$ cat src/rtl/sdfm_pkg.sv
// Shared types, constants and helper functions of the stepper driver fault monitor.
package sdfm_pkg;

  localparam int DRIVERS = 13;
  localparam int DRV_W   = (DRIVERS > 1) ? $clog2(DRIVERS) : 1;

  localparam int DRIVER_W  = 4;
  localparam int STATUS_W  = 16;
  localparam int LEVEL_W   = 8;
  localparam int STEP_W    = 7;
  localparam int LINK_W    = 8;
  localparam int WARN_W    = 3;
  localparam int CFG_IDX_W = 2;
  localparam int CFG_DAT_W = 16;

  // Status bit positions, after inversion a set bit is an active condition.
  localparam int BIT_HIZ   = 0;
  localparam int BIT_UVLO  = 9;
  localparam int BIT_THWRN = 10;
  localparam int BIT_THSD  = 11;
  localparam int BIT_OCD   = 12;
  localparam int BIT_LOSSA = 13;
  localparam int BIT_LOSSB = 14;

  localparam logic [LINK_W-1:0] LINK_REPEAT = LINK_W'(240);
  localparam logic [WARN_W-1:0] WARN_LIMIT  = WARN_W'(4);

  // Reset values of the configuration registers.
  localparam logic [STATUS_W-1:0] MASK_RESET    = 16'h7E00;
  localparam logic [STEP_W-1:0]   STEP_RESET    = STEP_W'(1);
  localparam logic [LEVEL_W-1:0]  DEFAULT_RESET = '0;

  typedef enum logic [CFG_IDX_W-1:0] {
    CFG_ERROR_MASK    = 2'd0,
    CFG_HOLD_STEP     = 2'd1,
    CFG_HOLD_DEFAULT  = 2'd2,
    CFG_STOP_ON_ERROR = 2'd3
  } cfg_index_t;

  typedef enum logic [2:0] {
    EV_NONE    = 3'd0,
    EV_LOST    = 3'd1,
    EV_REMIND  = 3'd2,
    EV_RESTORE = 3'd3,
    EV_FAULT   = 3'd4
  } event_t;

  // Decoded view of one status word.
  typedef struct packed {
    logic link_lost;
    logic fault;
    logic hiz;
    logic thsd;
    logic thwrn;
    logic ocd;
    logic loss;
    logic uvlo;
    logic stop;
  } decode_t;

  typedef struct packed {
    event_t              event_res;
    logic [LEVEL_W-1:0]  hold_level;
    logic                level_reduced;
    logic                shut_down;
    logic                over_temp;
    logic                temp_warning;
    logic                overcurrent;
    logic                stalled;
    logic                under_voltage;
    logic                stop_request;
  } result_t;

  // Subtract and stop at zero.
  function automatic logic [LEVEL_W-1:0] sat_sub(input logic [LEVEL_W-1:0] level,
                                                  input logic [LEVEL_W-1:0] amount);
    sat_sub = (amount >= level) ? '0 : LEVEL_W'(level - amount);
  endfunction

endpackage

$ cat src/rtl/sdfm_channels.sv
// Valid/ready channel interfaces for status polls and fault reports.
interface sdfm_poll_if;
  logic                             valid;
  logic                             ready;
  logic [sdfm_pkg::DRIVER_W-1:0]    driver;
  logic [sdfm_pkg::STATUS_W-1:0]    status_word;

  modport source (output valid, output driver, output status_word, input ready);
  modport sink   (input valid, input driver, input status_word, output ready);
endinterface

interface sdfm_report_if;
  logic                             valid;
  logic                             ready;
  logic [2:0]                       event_res;
  logic [sdfm_pkg::LEVEL_W-1:0]     hold_level;
  logic                             level_reduced;
  logic                             shut_down;
  logic                             over_temp;
  logic                             temp_warning;
  logic                             overcurrent;
  logic                             stalled;
  logic                             under_voltage;
  logic                             stop_request;

  modport source (output valid, output event_res, output hold_level, output level_reduced,
                  output shut_down, output over_temp, output temp_warning,
                  output overcurrent, output stalled, output under_voltage,
                  output stop_request, input ready);
  modport sink   (input valid, input event_res, input hold_level, input level_reduced,
                  input shut_down, input over_temp, input temp_warning,
                  input overcurrent, input stalled, input under_voltage,
                  input stop_request, output ready);
endinterface

$ cat src/rtl/sdfm_decode.sv
// Status word decoder: link loss, masked fault test and individual fault bits.
module sdfm_decode (
  input  logic [sdfm_pkg::STATUS_W-1:0] status_word,
  input  logic [sdfm_pkg::STATUS_W-1:0] error_mask,
  input  logic                          stop_on_error,
  output sdfm_pkg::decode_t             dec
);

  logic [sdfm_pkg::STATUS_W-1:0] inv;

  assign inv = ~status_word;

  always_comb begin
    dec.link_lost = (status_word == '0) || (status_word == '1);
    dec.fault     = |(inv & error_mask);
    dec.hiz       = inv[sdfm_pkg::BIT_HIZ];
    dec.thsd      = inv[sdfm_pkg::BIT_THSD];
    dec.thwrn     = inv[sdfm_pkg::BIT_THWRN];
    dec.ocd       = inv[sdfm_pkg::BIT_OCD];
    dec.loss      = inv[sdfm_pkg::BIT_LOSSA] | inv[sdfm_pkg::BIT_LOSSB];
    dec.uvlo      = inv[sdfm_pkg::BIT_UVLO];
    dec.stop      = stop_on_error &
                    (inv[sdfm_pkg::BIT_UVLO] | inv[sdfm_pkg::BIT_THWRN] |
                     inv[sdfm_pkg::BIT_THSD]);
  end

endmodule

$ cat src/rtl/sdfm_state.sv
// Per-driver state registers and the read-modify-write step that updates them.
module sdfm_state (
  input  logic                          clk,
  input  logic                          rst,
  input  logic                          fire,
  input  logic [sdfm_pkg::DRIVER_W-1:0] driver,
  input  sdfm_pkg::decode_t             dec,
  input  logic [sdfm_pkg::STEP_W-1:0]   hold_step_down,
  input  logic [sdfm_pkg::LEVEL_W-1:0]  hold_default,
  output sdfm_pkg::result_t             res
);

  logic [sdfm_pkg::LINK_W-1:0]  link_count [sdfm_pkg::DRIVERS];
  logic [sdfm_pkg::WARN_W-1:0]  warn_count [sdfm_pkg::DRIVERS];
  logic [sdfm_pkg::LEVEL_W-1:0] hold_store [sdfm_pkg::DRIVERS];

  logic                          in_range;
  logic [sdfm_pkg::DRV_W-1:0]    idx;
  logic [sdfm_pkg::LINK_W-1:0]   lc, lc_inc, link_count_next;
  logic [sdfm_pkg::WARN_W-1:0]   wc, wc_inc, warn_count_next;
  logic [sdfm_pkg::LEVEL_W-1:0]  level_prev, h_sd, h_warn, hold_next;
  logic [sdfm_pkg::LEVEL_W-1:0]  step8;
  logic                          reinit, fault_ev;

  assign in_range   = {1'b0, driver} < (sdfm_pkg::DRIVER_W + 1)'(sdfm_pkg::DRIVERS);
  assign idx        = driver[sdfm_pkg::DRV_W-1:0];
  assign lc         = link_count[idx];
  assign wc         = warn_count[idx];
  assign level_prev = hold_store[idx];
  assign lc_inc     = lc + 1'b1;
  assign wc_inc     = wc + 1'b1;
  assign step8      = {1'b0, hold_step_down};

  // Thermal shutdown drops twice the step, then a long warning run drops one more step.
  assign h_sd   = (dec.hiz && dec.thsd) ?
                  sdfm_pkg::sat_sub(level_prev, {hold_step_down, 1'b0}) : level_prev;
  assign h_warn = (dec.thwrn && (wc_inc > sdfm_pkg::WARN_LIMIT)) ?
                  sdfm_pkg::sat_sub(h_sd, step8) : h_sd;

  always_comb begin
    res             = '0;
    res.event_res   = sdfm_pkg::EV_NONE;
    link_count_next = lc;
    warn_count_next = wc;
    hold_next       = level_prev;
    reinit          = 1'b0;
    fault_ev        = 1'b0;
    if (in_range) begin
      if (dec.link_lost) begin
        if (lc == '0) begin
          link_count_next = sdfm_pkg::LINK_W'(1);
          res.event_res   = sdfm_pkg::EV_LOST;
        end else if (lc_inc > sdfm_pkg::LINK_REPEAT) begin
          link_count_next = sdfm_pkg::LINK_W'(1);
          res.event_res   = sdfm_pkg::EV_REMIND;
        end else begin
          link_count_next = lc_inc;
        end
        res.hold_level = level_prev;
      end else if (lc != '0) begin
        link_count_next = '0;
        reinit          = 1'b1;
        res.event_res   = sdfm_pkg::EV_RESTORE;
        res.hold_level  = hold_default;
      end else if (dec.fault) begin
        fault_ev          = 1'b1;
        res.event_res     = sdfm_pkg::EV_FAULT;
        hold_next         = h_warn;
        res.hold_level    = h_warn;
        res.level_reduced = h_warn < level_prev;
        res.shut_down     = dec.hiz;
        res.over_temp     = dec.hiz & dec.thsd;
        res.temp_warning  = dec.thwrn;
        res.overcurrent   = dec.ocd;
        res.stalled       = dec.loss;
        res.under_voltage = dec.uvlo;
        res.stop_request  = dec.stop;
        if (!dec.thwrn || (wc_inc > sdfm_pkg::WARN_LIMIT)) begin
          warn_count_next = '0;
        end else begin
          warn_count_next = wc_inc;
        end
      end else begin
        res.hold_level = level_prev;
      end
    end
  end

  always_ff @(posedge clk) begin
    if (rst) begin
      for (int i = 0; i < sdfm_pkg::DRIVERS; i++) begin
        link_count[i] <= '0;
        warn_count[i] <= '0;
        hold_store[i] <= '0;
      end
    end else if (fire && in_range) begin
      link_count[idx] <= link_count_next;
      if (fault_ev) begin
        warn_count[idx] <= warn_count_next;
        hold_store[idx] <= hold_next;
      end
      if (reinit) begin
        for (int i = 0; i < sdfm_pkg::DRIVERS; i++) begin
          hold_store[i] <= hold_default;
        end
      end
    end
  end

endmodule

$ cat src/rtl/stepper_driver_fault_monitor_unit.sv
// Top level of the stepper driver fault monitor: channels, configuration and pipeline.
//
//   Channel   Direction  Contents
//   poll      in         driver index, raw status word (error bits active low)
//   report    out        event code, hold level, decoded fault flags
//   wr_*      in         configuration writes: mask, hold step, hold default, stop enable
//
// An item waits in the input register; when it leaves, its result is loaded
// into the result register, which drives report. With report ready, a new item
// can be accepted every cycle. The per-driver state is read and written in the
// cycle the item leaves the input register, which lets the next item for the
// same driver see the updated values without any bypass.
// A stall on report holds the result register and then the input register;
// poll stays ready while either register has room.
// Reset clears every per-driver counter and hold level to zero and restores the
// configuration registers to their reset values.
module stepper_driver_fault_monitor_unit (
  input  logic                           clk,
  input  logic                           rst,
  sdfm_poll_if.sink                      poll,
  sdfm_report_if.source                  report,
  input  logic                           wr_en,
  input  logic [sdfm_pkg::CFG_IDX_W-1:0] wr_index,
  input  logic [sdfm_pkg::CFG_DAT_W-1:0] wr_data
);

  // Configuration registers.
  logic [sdfm_pkg::STATUS_W-1:0] error_mask;
  logic [sdfm_pkg::STEP_W-1:0]   hold_step_down;
  logic [sdfm_pkg::LEVEL_W-1:0]  hold_default;
  logic                          stop_on_error;

  // Input register.
  logic                          s1_valid;
  logic [sdfm_pkg::DRIVER_W-1:0] s1_driver;
  logic [sdfm_pkg::STATUS_W-1:0] s1_status;

  // Result register.
  logic                          out_valid;
  sdfm_pkg::result_t             out_res;

  sdfm_pkg::decode_t             dec;
  sdfm_pkg::result_t             step_res;
  logic                          advance;

  // The stage moves on when the result register is empty or being emptied.
  assign advance    = s1_valid && (!out_valid || report.ready);
  assign poll.ready = !s1_valid || advance;

  always_ff @(posedge clk) begin
    if (rst) begin
      error_mask     <= sdfm_pkg::MASK_RESET;
      hold_step_down <= sdfm_pkg::STEP_RESET;
      hold_default   <= sdfm_pkg::DEFAULT_RESET;
      stop_on_error  <= 1'b0;
    end else if (wr_en) begin
      case (sdfm_pkg::cfg_index_t'(wr_index))
        sdfm_pkg::CFG_ERROR_MASK:    error_mask     <= wr_data;
        sdfm_pkg::CFG_HOLD_STEP:     hold_step_down <= wr_data[sdfm_pkg::STEP_W-1:0];
        sdfm_pkg::CFG_HOLD_DEFAULT:  hold_default   <= wr_data[sdfm_pkg::LEVEL_W-1:0];
        sdfm_pkg::CFG_STOP_ON_ERROR: stop_on_error  <= wr_data[0];
        default: ;
      endcase
    end
  end

  always_ff @(posedge clk) begin
    if (rst) begin
      s1_valid <= 1'b0;
    end else if (poll.ready) begin
      s1_valid <= poll.valid;
    end
  end

  always_ff @(posedge clk) begin
    if (poll.valid && poll.ready) begin
      s1_driver <= poll.driver;
      s1_status <= poll.status_word;
    end
  end

  sdfm_decode u_decode (
    .status_word   (s1_status),
    .error_mask    (error_mask),
    .stop_on_error (stop_on_error),
    .dec           (dec)
  );

  sdfm_state u_state (
    .clk            (clk),
    .rst            (rst),
    .fire           (advance),
    .driver         (s1_driver),
    .dec            (dec),
    .hold_step_down (hold_step_down),
    .hold_default   (hold_default),
    .res            (step_res)
  );

  always_ff @(posedge clk) begin
    if (rst) begin
      out_valid <= 1'b0;
    end else if (advance) begin
      out_valid <= 1'b1;
    end else if (report.ready) begin
      out_valid <= 1'b0;
    end
  end

  always_ff @(posedge clk) begin
    if (advance) begin
      out_res <= step_res;
    end
  end

  assign report.valid         = out_valid;
  assign report.event_res     = out_res.event_res;
  assign report.hold_level    = out_res.hold_level;
  assign report.level_reduced = out_res.level_reduced;
  assign report.shut_down     = out_res.shut_down;
  assign report.over_temp     = out_res.over_temp;
  assign report.temp_warning  = out_res.temp_warning;
  assign report.overcurrent   = out_res.overcurrent;
  assign report.stalled       = out_res.stalled;
  assign report.under_voltage = out_res.under_voltage;
  assign report.stop_request  = out_res.stop_request;

endmodule

$ cat src/flat_wrapper.sv
// flat-port wrapper written by rule: the top's interface ports become plain ports
module stepper_driver_fault_monitor_unit_flat 
  (clk, rst, wr_en, wr_index, wr_data, poll_valid, poll_driver, poll_status_word, poll_ready, report_valid, report_event_res, report_hold_level, report_level_reduced, report_shut_down, report_over_temp, report_temp_warning, report_overcurrent, report_stalled, report_under_voltage, report_stop_request, report_ready);
  sdfm_poll_if poll_i ();
  sdfm_report_if report_i ();
  input  logic clk;
  input  logic rst;
  input  logic wr_en;
  input  logic [sdfm_pkg::CFG_IDX_W-1:0] wr_index;
  input  logic [sdfm_pkg::CFG_DAT_W-1:0] wr_data;
  input wire logic [$bits(poll_i.valid)-1:0] poll_valid;
  input wire logic [$bits(poll_i.driver)-1:0] poll_driver;
  input wire logic [$bits(poll_i.status_word)-1:0] poll_status_word;
  output wire logic [$bits(poll_i.ready)-1:0] poll_ready;
  output wire logic [$bits(report_i.valid)-1:0] report_valid;
  output wire logic [$bits(report_i.event_res)-1:0] report_event_res;
  output wire logic [$bits(report_i.hold_level)-1:0] report_hold_level;
  output wire logic [$bits(report_i.level_reduced)-1:0] report_level_reduced;
  output wire logic [$bits(report_i.shut_down)-1:0] report_shut_down;
  output wire logic [$bits(report_i.over_temp)-1:0] report_over_temp;
  output wire logic [$bits(report_i.temp_warning)-1:0] report_temp_warning;
  output wire logic [$bits(report_i.overcurrent)-1:0] report_overcurrent;
  output wire logic [$bits(report_i.stalled)-1:0] report_stalled;
  output wire logic [$bits(report_i.under_voltage)-1:0] report_under_voltage;
  output wire logic [$bits(report_i.stop_request)-1:0] report_stop_request;
  input wire logic [$bits(report_i.ready)-1:0] report_ready;
  assign poll_i.valid = poll_valid;
  assign poll_i.driver = poll_driver;
  assign poll_i.status_word = poll_status_word;
  assign poll_ready = poll_i.ready;
  assign report_valid = report_i.valid;
  assign report_event_res = report_i.event_res;
  assign report_hold_level = report_i.hold_level;
  assign report_level_reduced = report_i.level_reduced;
  assign report_shut_down = report_i.shut_down;
  assign report_over_temp = report_i.over_temp;
  assign report_temp_warning = report_i.temp_warning;
  assign report_overcurrent = report_i.overcurrent;
  assign report_stalled = report_i.stalled;
  assign report_under_voltage = report_i.under_voltage;
  assign report_stop_request = report_i.stop_request;
  assign report_i.ready = report_ready;
  stepper_driver_fault_monitor_unit u_core (.clk(clk), .rst(rst), .poll(poll_i), .report(report_i), .wr_en(wr_en), .wr_index(wr_index), .wr_data(wr_data));
endmodule
$ cat config.mk
export PLATFORM = sky130hd
export DESIGN_NAME = stepper_driver_fault_monitor_unit_flat
export DESIGN_NICKNAME = d
export VERILOG_FILES = /design/src/rtl/sdfm_pkg.sv /design/src/rtl/sdfm_channels.sv /design/src/rtl/sdfm_decode.sv /design/src/rtl/sdfm_state.sv /design/src/rtl/stepper_driver_fault_monitor_unit.sv /design/src/flat_wrapper.sv
export SDC_FILE = /design/constraint.sdc
export NUM_CORES = 1
export LEC_CHECK = 0
export BUFFER_PORTS_ARGS = -buffer_cell sky130_fd_sc_hd__buf_2
export CAP_MARGIN = 30
export CORE_ASPECT_RATIO = 0.5
export CORE_UTILIZATION = 55
export CTS_BUF_LIST = sky130_fd_sc_hd__clkbuf_8 sky130_fd_sc_hd__clkbuf_16
export DETAILED_ROUTE_END_ITERATION = 8
export PLACE_DENSITY = 0.72
export SYNTH_ARGS = -nofsm -noshare
export SYNTH_HDL_FRONTEND = slang
export SYNTH_SLANG_ARGS = --single-unit
$ cat constraint.sdc
create_clock -name clk -period 9 [get_ports clk]
set_clock_uncertainty 0.05 [all_clocks]
set_input_delay 0.9 -clock clk [delete_from_list [all_inputs] [get_ports clk]]
set_output_delay 0.9 -clock clk [all_outputs]
set_load 0.05 [all_outputs]
==> summary.md, run 1 <==
| Metric | Value |
|---|---|
| Slew @ Worst Pin | 1.01 ns |
| Antenna violations before repair | 0 |
| Hold path startpoint | u_core.error_mask[15] |
| WS Path Type | register to register |
| Fin crit share | between 80% and 90% |
| Max cap viols | 0 |
| Slew Limit Headroom | 32.3% |
| Power density over cell area | 207 mW/mm^2 |
| WL/cell | 23.4 um |
| Synth Register Bits | about 380 |
| Hold_buf cts | 0 |
| Worst-path fanout max | 43 |
| Width of the die | ~260 um |
| Final HPWL DP | ~31 mm |
| Syn-to-layout area delta | 9.84% |
| Final Setup Violations | 0 |
| Starting density of the core | 57.0% |
| Diodes inserted | 0 |
| Crit-path slowest cell | dfxtp_2 |
| Drt drc | 0 |
| Root Buffer | clkbuf_16 |
| NumNets Final | between 1500 and 2000 |
| DRT antenna net count | 0 |
| Top post-synthesis cells by area | edfxtp_1 (56%), mux4_2 (9.5%), dfxtp_1 (4.1%), nor2_1 (4.0%), mux2i_1 (3.6%) |
| Number of buffers created by CTS | 35 |
| Library cells used by synthesis | just under 70 |
| Yosys top cell area share | 56.0% |
| CORE AREA | ~0.032 mm^2 |
| FFs w/ async S/R, synth | 0% |
| Tmin final | roughly 7.4 ns |
| Min-delay worst type | register to register |
| Power, Total | 4180 uW |
| RSZ-0062 raised after global routing | no |
| Most numerous cell in the Yosys netlist | edfxtp_1 |
| Die ar. | approximately 0.034 mm^2 |
| Via density | 6.15 |
| Synth cell count leaders | edfxtp_1 (343), nor2_1 (196), nand2_1 (160) |
| Final WL | 46.0 mm |
| Mapped Area | between 0.015 and 0.02 mm^2 |
| CP Cell Sequence | buf_4 > mux2_2 > nand2_1 > o21ai_1 > ha_1 > nand4_1 > o31ai_2 > o22ai_1 > ha_1 > nor2b_1 > o21ai_0 > a21boi_0 > o21ai_0 > a21boi_0 > o22ai_1 > a21oi_2 > a22oi_2 > inv_1 > ha_1 > a21o_1 > a21o_1 > a211oi_1 > o41a_1 |
| Setup TNS | 0 ns |
| Most used DFF post-synth | edfxtp_1 |
| Vias in the first global route | between 10000 and 15000 |
| Global router's overall resource usage | between 20% and 30% |
| Yosys Warn Count | 0 |
| EDFF count, synth | between 300 and 400 |
| Worst-path clk slew | approximately 0.06 ns |
| Placed cell area | approximately 0.019 mm^2 |
| FILL cells | 2477 |
| Gr ovfl total | 0 |
| Final instance area | a little over 0.02 mm^2 |
| CTS tree | yes |
| H-tree Lvls | 2 |
| Crit path launch type | register |
| Clk Latency, worst-skew pair | about 0.54 ns |
| # Post-CTS Setup Buffers | 0 |
| Outcome | complete, no violations |
| CP max stage delay | about 0.9 ns |
| Crit end category | register |
| First-pass GRT wire length | 70.0 mm |
| Fmax achieved | about 140 MHz |
| Iteration-0 DRC Markers | roughly 1300 |
| Worst vdd ir | 0.000118 V |
| Row count | 46 |
| Leakage Power | ~0.0075 uW |
| Min Hold Slack | 0.409 ns |
| Ratio of cells with drive above 1 in the final layout | about 17% |
| Via count | ~12000 |
| Bufs on Longest Clock Path | 3 |
| Post-synthesis sequential area ratio | about 60% |
| Num ports | 64 |
| Critical path required time | between 9 and 10 ns |
| Pin count of the biggest net entering global routing | 73 |
| Synth Instances | ~1400 |
| Arrival time worst endpoint | 7.75 ns |
| Synthesized area per cell | about 13 um^2 |
| CP most frequent cell | ha_1 |
| # port buffers | 63 |
| Clk sinks | 381 |
| GP Congestion | 0.979 |
| Post-CTS Resized | 0 |
| Final Hold Violating Endpoints | 0 |
| Final core occ | between 60% and 70% |
| DR pass1 iterations | 5 |
| Area leader, netlist | edfxtp_1 |
| Max-slew violation count | 0 |
| Die height | around 130 um |
## report_power, final
part           switching (uW)  internal, uW  leakage (uW)
clock                     654           730      0.000561
sequential               54.9          2050       0.00384
combinational             440           255       0.00312
## cell usage in the layout, fill, tap and decap left out, types with 16 or more instances in the layout
master     instances
inv_1             74
ha_1              27
buf_4             16
dfxtp_1           35
nand2_1          160
o21ai_0           78
conb_1            57
edfxtp_1         343
mux4_2            78
a21oi_1           24
nand3_1           16
buf_2             63
nand2b_1          33
or2_2             17
nor2_1           196
mux2i_1           66
clkbuf_16         36
## cell families (layout without fill, tap and decap cells)
family	after synthesis	in the layout	synth area share, %
compound gates	192	192	6.83
xor+xnor	7	7	0.333
fa+ha+maj	29	29	2.05
buf+inv	157	209	3.91
flops	381	381	60.1
mux	157	157	14.5
other cells	1	57	0.0204
simple gates	497	497	12.3
## registers in the layout, indices dropped and copies added (netlist names), 3 cells and up, named ones only
register and flops:
u_core.hold_default 8, u_core.report.event_res 3, u_core.error_mask 16, u_core.u_state.link_count 128, u_core.hold_step_down 7, u_core.s1_status 16
u_core.u_state.hold_store 128, u_core.report.hold_level 8, u_core.u_state.warn_count 48, u_core.s1_driver 4
## routing by layer
| metal | GRT usage [%] | wire [um] | vias up |
|---|---|---|---|
| li1 | - | - | 5340 |
| met1 | 37.2 | 18300 | 5986 |
| met2 | 43.8 | 21700 | 611 |
| met3 | 5.09 | 4120 | 128 |
| met4 | 11.7 | 1920 | 0 |
| met5 | 0 | 0 | - |
## metrics by stage
stage          cells  worst slack (ns)
2_1_floorplan   1477              2.02
3_3_place_gp    1888              1.95
3_5_place_dp    1896              1.73
4_1_cts         1959              1.67
5_1_grt         1961              1.06
6_report        1961              1.60
## critical path, delay by kind of cell, from the launching register on
kind / cells / cell delay, ns
muxes: 1 / 0.41
buffers and inverters: 2 / 0.79
DFF: 1 / 0.88
AOI/OAI and AO/OA: 14 / 3.57
adders and majority gates: 3 / 1.16
and+or+nand+nor: 3 / 0.37
## cell type report
type                            count  area [um^2]  share of cell area [%]
Clock buffer                       36          901                    4.46
Clock inverter                     27          134                   0.662
Inverter                           63          236                    1.17
Multi-Input combinational cell    939         6850                    33.9
Sequential cell                   381        11100                    54.7
Tap cell                          432          541                    2.67
Timing Repair Buffer               83          494                    2.44
## worst paths after layout
path | end | slack (ns) | cells past startpoint
worst max-delay path | u_core.report.level_reduced | 1.60 | 23
worst min-delay path | u_core.error_mask[15] | 0.41 | 2
worst max register to register | u_core.report.level_reduced | 1.60 | 23
worst min register to register | u_core.error_mask[15] | 0.41 | 2
Power figures use the tool's default switching activity.
==> run 2, diff against run 1 <==
==> constraint.sdc (replaced) <==
create_clock -name clk -period 7.4 [get_ports clk]
set_clock_uncertainty 0.05 [all_clocks]
set_input_delay 0.74 -clock clk [delete_from_list [all_inputs] [get_ports clk]]
set_output_delay 0.74 -clock clk [all_outputs]
set_load 0.05 [all_outputs]
==> summary.md, run 2 (synthesized netlist as in run 1, its figures left out) <==
| Metric | Value |
|---|---|
| Width of the die | 261 um (unchanged) |
| Power density over cell area | 260 mW/mm^2 (+26%) |
| Worst-path clk slew | 0.07 ns (about the same) |
| Final WL | 46.7 mm (+1.6%) |
| Final HPWL DP | 31.3 mm (+2.3%) |
| DR pass1 iterations | 5 (unchanged) |
| Num ports | 64 (unchanged) |
| Post-CTS Resized | 0 (unchanged) |
| Min Hold Slack | 0.317 ns (-0.0926 ns) |
| Max cap viols | 0 (unchanged) |
| Via density | 6.18 (+0.52%) |
| Vias in the first global route | 12000 (-1.9%) |
| First-pass GRT wire length | 71.0 mm (+1.5%) |
| Fin crit share | 93.6% (+11 points) |
| Gr ovfl total | 0 (unchanged) |
| RSZ-0062 raised after global routing | no |
| FILL cells | 2368 (-4.4%) |
| Top flop regs | u_core.u_state.hold_store: 128 flops, u_core.u_state.link_count: 128 flops, u_core.u_state.warn_count: 48 flops |
| Root Buffer | clkbuf_16 |
| Final core occ | 63.2% (+0.54 points) |
| Clk sinks | 381 (unchanged) |
| Worst Reg-to-Reg Cells | 25 (+8.7%) |
| R2r setup slk | 0.47 ns (-1.13 ns) |
| Starting density of the core | 57.0% (unchanged) |
| Arrival time worst endpoint | 7.28 ns (-0.47 ns) |
| Clock share of power | 35.3% (+2.2 points) |
| Global router's overall resource usage | 27.9% (+0.35 points) |
| Most frequent cells in the layout | edfxtp_1 (343), nor2_1 (196), nand2_1 (160) |
| Drt drc | 0 (unchanged) |
| Placed cells | 1904 (+0.42%) |
| Min-delay worst type | primary input to register |
| Clk Latency, worst-skew pair | 0.55 ns (about the same) |
| Leakage Power | 0.00758 uW (+0.80%) |
| CORE AREA | 0.0323 mm^2 (unchanged) |
| Row count | 46 (unchanged) |
| Setup TNS | 0 ns (unchanged) |
| Die height | 131 um (unchanged) |
| Count of non-filler cells in the finished layout | 1968 (+0.36%) |
| Sequential power share | 48.2% (-2.1 points) |
| Multi-input gate area | 0.00684 mm^2 (about the same) |
| Reg2reg end | u_core.report.level_reduced |
| CP Buf/Inv Count | 2 (unchanged) |
| Critical path required time | 7.75 ns (-1.60 ns) |
| Most common cell after layout, fill and taps aside | edfxtp_1 |
| H-tree Lvls | 2 (unchanged) |
| Outcome | complete, no violations |
| Diodes inserted | 0 (unchanged) |
| WS Path Type | register to register |
| # port buffers | 63 (unchanged) |
| Pin count of the biggest net entering global routing | 73 (unchanged) |
| Max-slew violation count | 0 (unchanged) |
| Seq. cell area | 0.0111 mm^2 (unchanged) |
| Via count | 12200 (+0.88%) |
| Ratio of cells with drive above 1 in the final layout | 17.5% (+0.44 points) |
| Psw | 1420 uW (+24%) |
| # Post-CTS Setup Buffers | 0 (unchanged) |
| Combinational cell fraction of total power | 16.5% (about the same) |
| WL/cell | 23.7 um (+1.2%) |
| CP max stage delay | 0.78 ns (-0.10 ns) |
| Slew @ Worst Pin | 1.09 ns (+0.0754 ns) |
| Final instance area | 0.0204 mm^2 (+0.86%) |
| Number of buffers created by CTS | 35 (unchanged) |
| Antenna violations before repair | 0 (unchanged) |
| End of the worst hold path | u_core.s1_status[1] |
| Final Hold Violating Endpoints | 0 (unchanged) |
| NumNets Final | 1581 (+0.38%) |
| Bufs on Longest Clock Path | 3 (unchanged) |
| WHS Path Cells | 1 (-1) |
| Hold path startpoint | poll_status_word[1] |
| Crit-path slowest cell | dfxtp_4 |
| Hold_buf cts | 0 (unchanged) |
| Crit end category | register |
| Worst vdd ir | 0.000149 V (+25%) |
| Fmax achieved | 144 MHz (+6.8%) |
| GP Congestion | 0.907 (-7.3%) |
| Placed cell area | 0.0192 mm^2 (+0.31%) |
| Slew Limit Headroom | 27.5% (-4.8 points) |
| Crit path launch type | register |
| Tmin final | 6.93 ns (-0.473 ns) |
| Syn-to-layout area delta | 10.8% |
| CTS tree | yes |
| Sw Share | 26.9% (-0.58 points) |
| Crit path max-delay family | compound AO/OA/AOI/OAI gates |
| Internal | 3870 uW (+28%) |
| DRT antenna net count | 0 (unchanged) |
| Die ar. | 0.0342 mm^2 (unchanged) |
| Final Setup Violations | 0 (unchanged) |
| Worst-path fanout max | 33 (-23%) |
| Iteration-0 DRC Markers | 1321 (+3.5%) |
-- run 2: changes by cell type in the layout (fill, tap and decap cells not counted), sizes merged --
cell and delta:
clkinv -1, clkdlybuf4s18 +1, clkinvlp +1, buf +6
inv -5, clkbuf +1, bufinv +4
-- run 2: worst max path at each step --
stage                                        endpoint  cells past startpoint
final                     u_core.report.level_reduced                     25
after global routing      u_core.report.level_reduced                     25
after CTS                 u_core.report.level_reduced                     25
after detailed placement  u_core.report.level_reduced                     25
after global placement    u_core.report.level_reduced                     25
after floorplan           u_core.report.level_reduced                     28
-- run 2: worst reg2reg max path, delay by kind of cell (launching register included) --
family	cells	cell delay [ns]
AOI/OAI and AO/OA	16	3.31
muxes	2	1.19
adders and majority gates	3	0.88
DFF	1	0.78
buffers and inverters	2	0.29
and+or+nand+nor	2	0.27
-- run 2: per-layer routing --
metal / GRT usage [%] / share of wire, % / vias up
li1: - / - / 5351
met1: 39.1 / 41 / 6117
met2: 44.8 / 48 / 617
met3: 5.25 / 8.7 / 86
met4: 7.50 / 2.2 / 0
met5: 0 / 0 / -
-- run 2: final cells by class --
type	count	share of cell area [%]
sequential	381	54.3
inverter	63	1.16
tap	432	2.65
timing repair buffer	89	2.63
multi-input combinational	939	33.6
clock inverter	26	1.13
clock buffer	38	4.61
-- run 2: power groups by stage --
stage          Sequential [uW]  Combinational (uW)  Clock, uW
3_3_place_gp              2590                 828          0
6_report                  2550                 872       1870
4_1_cts                   2550                 862       1880
5_1_grt                   2560                 946       1960
2_1_floorplan             2580                 622          0
3_5_place_dp              2600                 857          0
-- run 2: per-stage QoR --
stage | setup WS (ns) | total power, uW
final | 0.473 | 5300
after global routing | 0.0289 | 5470
after CTS | 0.516 | 5300
after detailed placement | 0.571 | 3460
after global placement | 0.746 | 3420
after floorplan | 0.417 | 3200
==> run 3, diff against run 2 <==
--- a/config.mk
+++ b/config.mk
@@ -8,10 +8,9 @@
 export BUFFER_PORTS_ARGS = -buffer_cell sky130_fd_sc_hd__buf_2
 export CAP_MARGIN = 30
 export CORE_ASPECT_RATIO = 0.5
-export CORE_UTILIZATION = 55
+export CORE_UTILIZATION = 36
 export CTS_BUF_LIST = sky130_fd_sc_hd__clkbuf_8 sky130_fd_sc_hd__clkbuf_16
 export DETAILED_ROUTE_END_ITERATION = 8
-export PLACE_DENSITY = 0.72
 export SYNTH_ARGS = -nofsm -noshare
 export SYNTH_HDL_FRONTEND = slang
 export SYNTH_SLANG_ARGS = --single-unit
==> summary.md, run 3 (synthesized netlist as in run 1, its figures left out) <==
| Metric | Value |
|---|---|
| Width of the die | 322 um (+23%) |
| Root Buffer | clkbuf_16 |
| Clk sinks | 381 (unchanged) |
| FILL cells | 4772 (+100%) |
| Leakage Power | 0.00764 uW (+0.83%) |
| Final WL | 48.0 mm (+2.8%) |
| Worst Reg-to-Reg Cells | 26 (+4.0%) |
| # Post-CTS Setup Buffers | 0 (unchanged) |
| Arrival time worst endpoint | 7.05 ns (-0.23 ns) |
| Outcome | complete, no violations |
| Setup WS pre-CTS | 0.810 ns (+0.239 ns) |
| Post-CTS Resized | 0 (unchanged) |
| Worst Setup EP | u_core.report.level_reduced |
| Vias in the first global route | 11400 (-5.3%) |
| Fin crit share | 90.4% (-3.2 points) |
| Crit path launch type | register |
| Fmax achieved | 150 MHz (+3.6%) |
| Worst-path clk slew | 0.07 ns (about the same) |
| H-tree Lvls | 2 (unchanged) |
| Reg2reg end | u_core.report.level_reduced |
| CTS tree | yes |
| Via count | 11800 (-3.0%) |
| Final Setup Violations | 0 (unchanged) |
| Row count | 58 (+26%) |
| Tmin final | 6.69 ns (-0.239 ns) |
| Max-slew violation count | 0 (unchanged) |
| Num ports | 64 (unchanged) |
| # port buffers | 63 (unchanged) |
| Slew @ Worst Pin | 1.08 ns (-0.0115 ns) |
| Syn-to-layout area delta | 13.2% |
| Clk Latency, worst-skew pair | 0.55 ns (about the same) |
| R2r setup slk | 0.71 ns (+0.24 ns) |
| Worst vdd ir | 0.000165 V (+11%) |
| Final Hold Violating Endpoints | 0 (unchanged) |
| Top flop regs | u_core.u_state.hold_store: 128 flops, u_core.u_state.link_count: 128 flops, u_core.u_state.warn_count: 48 flops |
| Setup TNS | 0 ns (unchanged) |
| Most frequent cells in the layout | edfxtp_1 (343), nor2_1 (196), nand2_1 (160) |
| WL/cell | 21.5 um (-9.6%) |
| Max cap viols | 0 (unchanged) |
| Critical path required time | 7.76 ns (about the same) |
| Crit end category | register |
| Via density | 5.27 (-15%) |
| Number of buffers created by CTS | 38 (+8.6%) |
| Antenna violations before repair | 2 (+2) |
| DRT antenna net count | 0 (unchanged) |
| DR pass1 iterations | 8 (+3) |
| CORE AREA | 0.0504 mm^2 (+56%) |
| Count of non-filler cells in the finished layout | 2237 (+14%) |
| Final WS setup | 0.712 ns (+0.239 ns) |
| Placed cells | 2167 (+14%) |
| Die ar. | 0.0521 mm^2 (+52%) |
| First-pass GRT wire length | 71.8 mm (+1.2%) |
| Gr ovfl total | 0 (unchanged) |
| NumNets Final | 1589 (+0.51%) |
| Min-delay worst type | primary input to register |
| Worst-path fanout max | 18 (-45%) |
| Ratio of cells with drive above 1 in the final layout | 18.1% (+0.55 points) |
| Slew Limit Headroom | 28.3% (+0.76 points) |
| Hold_buf cts | 0 (unchanged) |
| Pin count of the biggest net entering global routing | 72 (-1.4%) |
| GP Congestion | 0.882 (-2.7%) |
| Bufs on Longest Clock Path | 3 (unchanged) |
| Most common cell after layout, fill and taps aside | edfxtp_1 |
| WS Path Type | register to register |
| Global router's overall resource usage | 18.4% (-9.4 points) |
| Power density over cell area | 260 mW/mm^2 (+0.15%) |
| Die height | 162 um (+23%) |
| Iteration-0 DRC Markers | 1083 (-18%) |
| Starting density of the core | 36.5% (-20 points) |
| Final HPWL DP | 31.5 mm (+0.66%) |
| RSZ-0062 raised after global routing | no |
| Drt drc | 0 (unchanged) |
-- run 3: cell count changes in the layout (fill, tap and decap cells not counted), sizes merged --
| cell | previous run | this run |
|---|---|---|
| buf | 88 | 94 |
| clkinv | 14 | 16 |
| bufinv | 4 | 5 |
| diode | 0 | 2 |
| inv | 70 | 69 |
| clkdlybuf4s18 | 1 | 0 |
| clkbuf | 38 | 40 |
-- run 3: worst max-delay path: stages, from the launching register on --
cell,delay [ns]
dfxtp_4,0.57
buf_4,0.33
mux4_2,0.53
mux4_2,0.55
inv_1,0.13
ha_1,0.18
nor2b_1,0.05
o21ai_0,0.20
a21oi_1,0.10
a211o_1,0.32
o31ai_2,0.14
o22ai_1,0.21
ha_1,0.38
nor2b_1,0.14
o21ai_0,0.10
a21boi_0,0.24
o21ai_0,0.14
a21boi_0,0.26
o22ai_1,0.19
a21oi_2,0.45
a22oi_2,0.16
inv_1,0.09
ha_1,0.24
a21o_1,0.17
a21o_1,0.17
a211oi_1,0.24
o41a_1,0.18
-- run 3: layer usage --
metal  track usage [%]  vias up  share of wire [%]
li1                  -     5386                  -
met1              25.8     5929                 44
met2              29.6      412                 47
met3              3.08       73                6.3
met4              5.24        0                2.5
met5                 0        -                  0
-- run 3: power breakdown --
group          total [uW]  switching (uW)  internal, uW
registers            2550            65.1          2490
logic                 870             546           324
clock network        2000             850          1150
-- run 3: how the worst min path moves through the flow --
| stage | cells after the start | slack, ns | startpoint | to |
|---|---|---|---|---|
| after floorplan | 2 | 0.39 | u_core.error_mask[8] | u_core.error_mask[8] |
| after global placement | 2 | 0.39 | u_core.error_mask[15] | u_core.error_mask[15] |
| after detailed placement | 2 | 0.40 | u_core.error_mask[7] | u_core.error_mask[7] |
| after CTS | 1 | 0.29 | poll_status_word[11] | u_core.s1_status[11] |
| after global routing | 1 | 0.30 | poll_status_word[5] | u_core.s1_status[5] |
| final | 1 | 0.32 | poll_status_word[11] | u_core.s1_status[11] |
-- run 3: metrics by stage --
stage | hold slack, ns | power (uW) | utilization (%) | area, um^2
floorplan | 0.386 | 3200 | - | 18600
global placement | 0.393 | 3450 | 38.8 | 19500
detailed placement | 0.400 | 3460 | 38.8 | 19600
CTS | 0.294 | 5450 | 41.3 | 20800
global route | 0.299 | 5620 | 41.4 | 20800
finish | 0.318 | 5420 | 41.4 | 20800
-- run 3: final cells by class --
type,instances,area [um^2],share of cell area (%)
Antenna cell,2,5.00,0.0240
Clock buffer,40,990,4.75
Clock inverter,28,274,1.32
Inverter,63,236,1.14
Multi-Input combinational cell,939,6840,32.8
Sequential cell,381,11100,53.1
Tap cell,690,863,4.15
Timing Repair Buffer,94,548,2.63
